--- config.mk ---
export PLATFORM = sky130hd
export DESIGN_NAME = pbc_back
export DESIGN_NICKNAME = d
export VERILOG_FILES = /design/src/hdl/pbc_pkg.sv /design/src/hdl/pbc_back.sv
export SDC_FILE = /design/constraint.sdc
export NUM_CORES = 1
export LEC_CHECK = 0
export ABC_CLOCK_PERIOD_IN_PS = 6120
export BUFFER_PORTS_ARGS = -buffer_cell sky130_fd_sc_hd__buf_2
export CAP_MARGIN = 20
export CORE_ASPECT_RATIO = 1.5
export CORE_UTILIZATION = 40
export CTS_CLUSTER_DIAMETER = 100
export DETAILED_ROUTE_END_ITERATION = 6
export GPL_ROUTABILITY_DRIVEN = 0
export PLACE_DENSITY = 0.76
export SETUP_SLACK_MARGIN = 0.3
export SYNTH_ARGS = -nofsm -noshare
export SYNTH_HDL_FRONTEND = slang
export SYNTH_SLANG_ARGS = --single-unit
--- constraint.sdc ---
create_clock -name clk -period 6.12 [get_ports clk]
set_clock_uncertainty 0.15 [all_clocks]
set_input_delay 1.224 -clock clk [delete_from_list [all_inputs] [get_ports clk]]
set_output_delay 1.224 -clock clk [all_outputs]
set_load 0.03 [all_outputs]
--- src/hdl/pbc_pkg.sv ---
`default_nettype none

package pbc_pkg;

  // Character codes of interest
  localparam logic [7:0] CHAR_OPEN    = 8'h28;
  localparam logic [7:0] CHAR_CLOSE   = 8'h29;
  localparam logic [7:0] CHAR_NEWLINE = 8'h0A;

  // Input kind
  localparam logic KIND_TEXT = 1'b0;
  localparam logic KIND_EOS  = 1'b1;

  // Width of the line field on the result port
  localparam int OUT_LINE_W = 16;

  // Operations passed from front to back
  typedef enum logic [1:0] {
    OP_OPEN,
    OP_CLOSE,
    OP_EOS
  } op_t;

  // Result report codes
  typedef enum logic [1:0] {
    REP_EXTRA_CLOSE     = 2'd0,
    REP_UNBALANCED_OPEN = 2'd1,
    REP_OVERFLOW        = 2'd2,
    REP_DONE            = 2'd3
  } rep_t;

  // Back-end sequencer states
  typedef enum logic [1:0] {
    ST_RUN,
    ST_FLUSH,
    ST_DONE
  } bstate_t;

  // One result word
  typedef struct packed {
    rep_t                  report;
    logic [OUT_LINE_W-1:0] line_number;
    logic                  balanced;
    logic                  last;
  } res_t;

endpackage

`default_nettype wire

--- src/hdl/pbc_back.sv ---
`default_nettype none

// Executes queued ops against the line stack and produces result words.
module pbc_back #(
  parameter int STACK_DEPTH = 32,
  parameter int LINE_BITS   = 16,
  parameter int AW          = (STACK_DEPTH > 1) ? $clog2(STACK_DEPTH) : 1
) (
  input  wire logic                 clk,
  input  wire logic                 rst_n,
  input  wire logic                 op_valid,
  input  wire pbc_pkg::op_t         op,
  input  wire logic [LINE_BITS-1:0] op_line,
  output logic                      op_pop,
  input  wire logic                 res_full,
  output logic                      res_we,
  output pbc_pkg::res_t             res,
  output logic                      ram_we,
  output logic      [AW-1:0]        ram_waddr,
  output logic      [LINE_BITS-1:0] ram_wdata,
  output logic                      ram_re,
  output logic      [AW-1:0]        ram_raddr,
  input  wire logic [LINE_BITS-1:0] ram_rdata
);

  import pbc_pkg::*;

  localparam int CW = $clog2(STACK_DEPTH + 1);

  bstate_t       state_r, state_nxt;
  logic [CW-1:0] count_r, count_nxt;
  logic [CW-1:0] count_dec;
  logic          err_r, err_nxt;

  logic [LINE_BITS+OUT_LINE_W-1:0] op_line_ext, rd_line_ext;

  // zero-extend then cut to the port width, valid for any LINE_BITS
  assign op_line_ext = {{OUT_LINE_W{1'b0}}, op_line};
  assign rd_line_ext = {{OUT_LINE_W{1'b0}}, ram_rdata};
  assign count_dec   = count_r - CW'(1);
  assign ram_waddr   = count_r[AW-1:0];
  assign ram_wdata   = op_line;
  assign ram_raddr   = count_dec[AW-1:0];

  // next state
  always_comb begin
    state_nxt = state_r;
    unique case (state_r)
      ST_RUN: begin
        if (op_valid && op == OP_EOS && count_r != '0) begin
          state_nxt = ST_FLUSH;
        end
      end
      ST_FLUSH: begin
        if (!res_full && count_r == '0) begin
          state_nxt = ST_DONE;
        end
      end
      ST_DONE: begin
        if (!res_full) begin
          state_nxt = ST_RUN;
        end
      end
      default: state_nxt = ST_RUN;
    endcase
  end

  // outputs and datapath
  always_comb begin
    op_pop    = 1'b0;
    res_we    = 1'b0;
    res       = '0;
    ram_we    = 1'b0;
    ram_re    = 1'b0;
    count_nxt = count_r;
    err_nxt   = err_r;
    unique case (state_r)
      ST_RUN: begin
        if (op_valid) begin
          unique case (op)
            OP_OPEN: begin
              if (count_r < CW'(STACK_DEPTH)) begin
                ram_we    = 1'b1;
                count_nxt = count_r + CW'(1);
                op_pop    = 1'b1;
              end else if (!res_full) begin
                res_we          = 1'b1;
                res.report      = REP_OVERFLOW;
                res.line_number = op_line_ext[OUT_LINE_W-1:0];
                res.last        = 1'b1;
                err_nxt         = 1'b1;
                op_pop          = 1'b1;
              end
            end
            OP_CLOSE: begin
              if (count_r != '0) begin
                count_nxt = count_dec;
                op_pop    = 1'b1;
              end else if (!res_full) begin
                res_we          = 1'b1;
                res.report      = REP_EXTRA_CLOSE;
                res.line_number = op_line_ext[OUT_LINE_W-1:0];
                res.last        = 1'b1;
                err_nxt         = 1'b1;
                op_pop          = 1'b1;
              end
            end
            OP_EOS: begin
              if (count_r != '0) begin
                // start the flush: fetch the top entry
                ram_re    = 1'b1;
                count_nxt = count_dec;
              end else if (!res_full) begin
                res_we          = 1'b1;
                res.report      = REP_DONE;
                res.line_number = op_line_ext[OUT_LINE_W-1:0];
                res.balanced    = !err_r;
                res.last        = 1'b1;
                err_nxt         = 1'b0;
                op_pop          = 1'b1;
              end
            end
            default: ;
          endcase
        end
      end
      ST_FLUSH: begin
        if (!res_full) begin
          res_we          = 1'b1;
          res.report      = REP_UNBALANCED_OPEN;
          res.line_number = rd_line_ext[OUT_LINE_W-1:0];
          err_nxt         = 1'b1;
          if (count_r != '0) begin
            ram_re    = 1'b1;
            count_nxt = count_dec;
          end
        end
      end
      ST_DONE: begin
        if (!res_full) begin
          res_we          = 1'b1;
          res.report      = REP_DONE;
          res.line_number = op_line_ext[OUT_LINE_W-1:0];
          res.balanced    = !err_r;
          res.last        = 1'b1;
          err_nxt         = 1'b0;
          op_pop          = 1'b1;
        end
      end
      default: ;
    endcase
  end

  always_ff @(posedge clk) begin
    if (!rst_n) begin
      state_r <= ST_RUN;
      count_r <= '0;
      err_r   <= 1'b0;
    end else begin
      state_r <= state_nxt;
      count_r <= count_nxt;
      err_r   <= err_nxt;
    end
  end

endmodule

`default_nettype wire

==> flow_summary.ini, run 1 <==
[run_status]
outcome = finished clean

[logic_synthesis]
synthSimpleGateAreaFrac_pct = 22.2
async_flop_share_pct = 0
synthAdderAreaFrac_pct = 9.54
synthFlopType = dfxtp_1
synth_top_area_share_pct = 12.5
synth_top_area_cell = dfxtp_1
synth-edff-count = 0
synthCells = 184
ys_seq_area_share_pct = 12.5
yosysUniqueCellTypes = 53
synthMuxAreaShare_pct = 2.17
synth_top_family_by_area = compound AO/OA/AOI/OAI gates
synth_nets = 233
synth.area.top_cells = dfxtp_1 (12%), buf_4 (11%), ha_1 (9.5%), a22o_2 (6.9%), a22o_1 (3.6%)
ys_ff_latch = 9
syn-mean-instance-area_um2 = 7.84
ys_warn_count = 0
synth_compound_area_share_pct = 33.0
syn-cell-area_um2 = 1440
synthXorXnorAreaFrac_pct = 1.82

[die]
core_region_area_um2 = 3420
die_y_um = 75.6
fp-row-count = 26
ios = 88
start_util_pct = 42.2
dieArea_um2 = 3860
die_w_um = 51.0

[setup_path]
crit_fanout = 16
rr_worst_depth = 6
cpMaxStageDelayCell = o41ai_4
path_common_cell = buf_2
slowest_delay_ns = 0.72
arrival_ns = 3.17
cp.depth = 8
path_cells = buf_2 -> inv_1 -> ha_1 -> or2_2 -> a32oi_2 -> o41ai_4 -> a22o_2 -> buf_2
path_class = input port to output pin
cp_num_buf_inv = 3
cp-start-kind = input port
critical_path_required_ns = 4.75
cp_top_family = compound AO/OA/AOI/OAI gates
end_kind = output pin

[clock_tree]
clockBufferDepth = 2
cts_tree = built
cts_resized = 0
clk_latency_ns = 0.25
cts-buffers-inserted = 3
cts.sinks = 9
cts_hold_buf = 0
postCtsSetupBuffers = 0
root_buffer = clkbuf_8
htreeDepth = 1
clk_pin_slew_ns = 0.05

[timing]
layout_min_cycle_time_ns = 4.55
setup_violations = 0
rsz0062_at_grt = false
setup_slack_ns = 1.57
worst_pin_slew_ns = 0.841
slew_violations = 0
fmax_ghz = 0.220
fin_crit_sh_pct = 74.3
slew_headroom_pct = 43.8
finalHoldViolations = 0
fin_setup_tns_ns = 0

[routing]
avgRoutedWirePerCell_um = 13.9
drt_iter0_drc = 54
postRouteAntennaNets = 0
drt_first_pass_iters = 4
drc = 0
drt-total-wl_um = 3980
vias = 1609
via_per_inst = 5.63

[layout]
antenna_cells = 0
multiInputGateArea_um2 = 992
nNetsFinal = 294
utilization_pct = 51.6
seqCellArea_um2 = 180
layout_commonest_cell = buf_2
drive_above_1_share_pct = 46.7
fill_cells = 358
mostFrequentLayoutCells = buf_2 (87), inv_1 (13), ha_1 (11)
area_delta_synth_final_pct = 22.1

[global_routing]
overflow = 0
grt_first_pass_wirelength_um = 6670
antenna_found_initial = 0
grt_max_degree = 17
grt_pass1_vias = 1618
grt_usage_pct = 22.2

[placed_design]
port_buffers = 87
dpl.hpwl_um = 3230
pre_cts_slack_ns = 1.59

[worst_hold_path]
min_path_cells = 2
hp-class = flip-flop to flip-flop

[power]
vdd_drop_max_v = 0.000228
p_total_mw = 0.521
leakage_nw = 0.894
power-per-cell-area_nw_per_um2 = 296

[job]
maxCapViolCount = 0
per-layer routing:
layer  GRT usage (%)  vias up  routed length [µm]
li1                -      779                   -
met1            20.9      743                1400
met2            47.7       82                2230
met3            2.59        5                 297
met4            7.10        0                  52
met5               0        -                   0
worst reg2reg max path, delay by kind of cell, from the launching register on:
kind	cells	cell delay, ns
compound gates	2	1.02
flops	1	0.32
buf+inv	1	0.10
fa+ha+maj	1	0.36
simple gates	2	0.43
cell families after synthesis:
| kind of cell | Yosys count |
|---|---|
| AOI/OAI and AO/OA | 59 |
| xor gates and xnor gates | 3 |
| adders and majority gates | 11 |
| buffers and inverters | 45 |
| DFF | 9 |
| muxes | 3 |
| and+or+nand+nor | 54 |
worst paths after layout:
path / slack, ns / endpoint / startpoint
worst max-delay path: 1.57 / res[10] / op[0]
worst min-delay path: 0.35 / flip-flop / flip-flop
worst min register to register: 0.35 / flip-flop / flip-flop
worst max register to register: 3.63 / count_r[1]$_SDFFE_PN0P_ / state_r[1]$_SDFFE_PN0P_
power breakdown:
part	total, mW	internal, mW	switching [mW]
sequential	0.0870	0.0680	0.0190
combinational	0.361	0.126	0.235
clock	0.0728	0.0457	0.0272
total	0.521	0.240	0.282
layout make-up:
| cell class | count | share of cell area [%] |
|---|---|---|
| multi-input combinational | 130 | 56.3 |
| timing repair buffer | 88 | 25.1 |
| sequential | 9 | 10.2 |
| tap | 42 | 2.98 |
| inverter | 13 | 2.77 |
| clock buffer | 4 | 2.56 |
Yosys cell counts, drive strengths merged (5+ instances only):
library cell / number
nand3: 6
inv: 13
a22o: 16
dfxtp: 9
ha: 11
nor2: 7
nor3: 9
buf: 27
a21oi: 10
nand2: 8
clkbuf: 5
o21ai: 5
stage by stage:
stage | instance area [µm²] | hold WS, ns | instances
2_1_floorplan | 1440 | 0.302 | 184
3_3_place_gp | 1720 | 0.321 | 282
3_5_place_dp | 1720 | 0.338 | 282
4_1_cts | 1760 | 0.344 | 286
5_1_grt | 1760 | 0.360 | 286
6_report | 1760 | 0.350 | 286
(Power assumes the default switching activity.)
==> inputs of run 2 (changes only) <==
ABC_CLOCK_PERIOD_IN_PS = 4600   (was 6120)
clock period = 4.6 ns   (was 6.12 ns; I/O delays follow)
==> run 2 against run 1 <==
Die area stayed put. Count of clock-buffer cells in the layout stayed put. Power is 32% higher. Wire length is 3.0% lower. Sequential power is 33% higher. Critical path type unchanged. Highest routed layer unchanged.
==> flow_summary.ini, run 2 (synthesis gave the netlist of run 1 again) <==
[timing]
slew_violations = 0
setup_violations = 0
layout_min_cycle_time_ns = 3.72
slew_headroom_pct = 47.2
finalHoldViolations = 0
fin_setup_tns_ns = 0
fmax_ghz = 0.269
rsz0062_at_grt = false
worst_pin_slew_ns = 0.782
fin_crit_sh_pct = 80.8

[die]
dieArea_um2 = 3860
start_util_pct = 42.2
ios = 88
core_region_area_um2 = 3420
fp-row-count = 26
die_y_um = 75.6
die_w_um = 51.0

[setup_path]
path_class = input port to output pin
slowest_delay_ns = 0.32
cp_num_buf_inv = 4
cp-start-kind = input port
path_cells = buf_2 -> inv_1 -> ha_1 -> or2_2 -> a32oi_2 -> o41ai_4 -> buf_4 -> a22o_2 -> buf_2
end_kind = output pin
arrival_ns = 2.65
path_common_cell = buf_2
cpMaxStageDelayCell = or2_2
critical_path_required_ns = 3.53
crit_fanout = 13
cp_top_family = compound AO/OA/AOI/OAI gates

[routing]
drc = 0
wl_met2_um = 2160
vias = 1608
route.met3.wl_um = 240
drt_first_pass_iters = 4
avgRoutedWirePerCell_um = 13.4
postRouteAntennaNets = 0
drt_iter0_drc = 70
maxUsedRoutingLayer = met4
wl_met1_um = 1410
via_per_inst = 5.60
drt-total-wl_um = 3860

[clock_tree]
cts_hold_buf = 0
cts_tree = built
postCtsSetupBuffers = 0
root_buffer = clkbuf_8
htreeDepth = 1
clk_pin_slew_ns = 0.05
cts-buffers-inserted = 3
clockBufferDepth = 2
clk_latency_ns = 0.24
cts_resized = 0
cts.sinks = 9

[global_routing]
grt_pass1_vias = 1531
antenna_found_initial = 0
grt_usage_pct = 21.3
grt_max_degree = 17
grt_first_pass_wirelength_um = 6520
overflow = 0

[layout]
nNetsFinal = 295
drive_above_1_share_pct = 46.9
utilization_pct = 51.8
mostFrequentLayoutCells = buf_2 (87), inv_1 (13), ha_1 (11)
instances_no_fill = 287
antenna_cells = 0
layout_commonest_cell = buf_2
area_delta_synth_final_pct = 22.6

[job]
maxCapViolCount = 0

[power]
leakage_nw = 0.900
power-per-cell-area_nw_per_um2 = 390
p_total_mw = 0.690
vdd_drop_max_v = 0.000243

[worst_hold_path]
hp-class = flip-flop to flip-flop

[placed_design]
dpl.hpwl_um = 3180
dp_cells = 283
port_buffers = 87

[run_status]
outcome = finished clean
==> run 2: through the flow <==
| stage | area (µm²) | setup slack [ns] | hold WS, ns |
|---|---|---|---|
| 2_1_floorplan | 1440 | 1.18 | 0.302 |
| 3_3_place_gp | 1720 | 0.923 | 0.319 |
| 3_5_place_dp | 1720 | 0.870 | 0.341 |
| 4_1_cts | 1770 | 0.876 | 0.345 |
| 5_1_grt | 1770 | 0.797 | 0.362 |
| 6_report | 1770 | 0.881 | 0.339 |
==> run 2: layout make-up <==
class	count	area, µm²
flip-flops and latches	9	180
repair buffers	89	450
inverters	13	48.8
fillers	358	1650
clock buffers	4	45.0
multi-input cells	130	992
well taps	42	52.6
==> run 2: where the power goes <==
group | leakage, nW | switching, mW | internal, mW | total, mW
Clock | 0.0228 | 0.0323 | 0.0605 | 0.0928
Sequential | 0.0730 | 0.0251 | 0.0905 | 0.116
Combinational | 0.804 | 0.313 | 0.168 | 0.481
==> run 2: path summary, 6_finish.rpt <==
path                                 from                 endpoint  slack [ns]  cells past startpoint
setup / recovery                    op[0]                  res[17]        0.88                      9
hold / removal                  flip-flop                flip-flop        0.34                      2
setup reg to reg  state_r[1]$_SDFFE_PN0P_  count_r[1]$_SDFFE_PN0P_        2.11                      6
hold reg to reg                 flip-flop                flip-flop        0.34                      2
==> run 2: worst min-delay path: stages (launching register included) <==
cell and delay (ns):
dfxtp_1 0.32, nand2_1 0.06, mux2i_1 0.06
==> run 2: per-layer routing <==
| layer | vias to the layer above | track usage (%) |
|---|---|---|
| li1 | 790 | - |
| met1 | 732 | 21.3 |
| met2 | 79 | 44.9 |
| met3 | 7 | 2.40 |
| met4 | 0 | 5.56 |
| met5 | - | 0 |
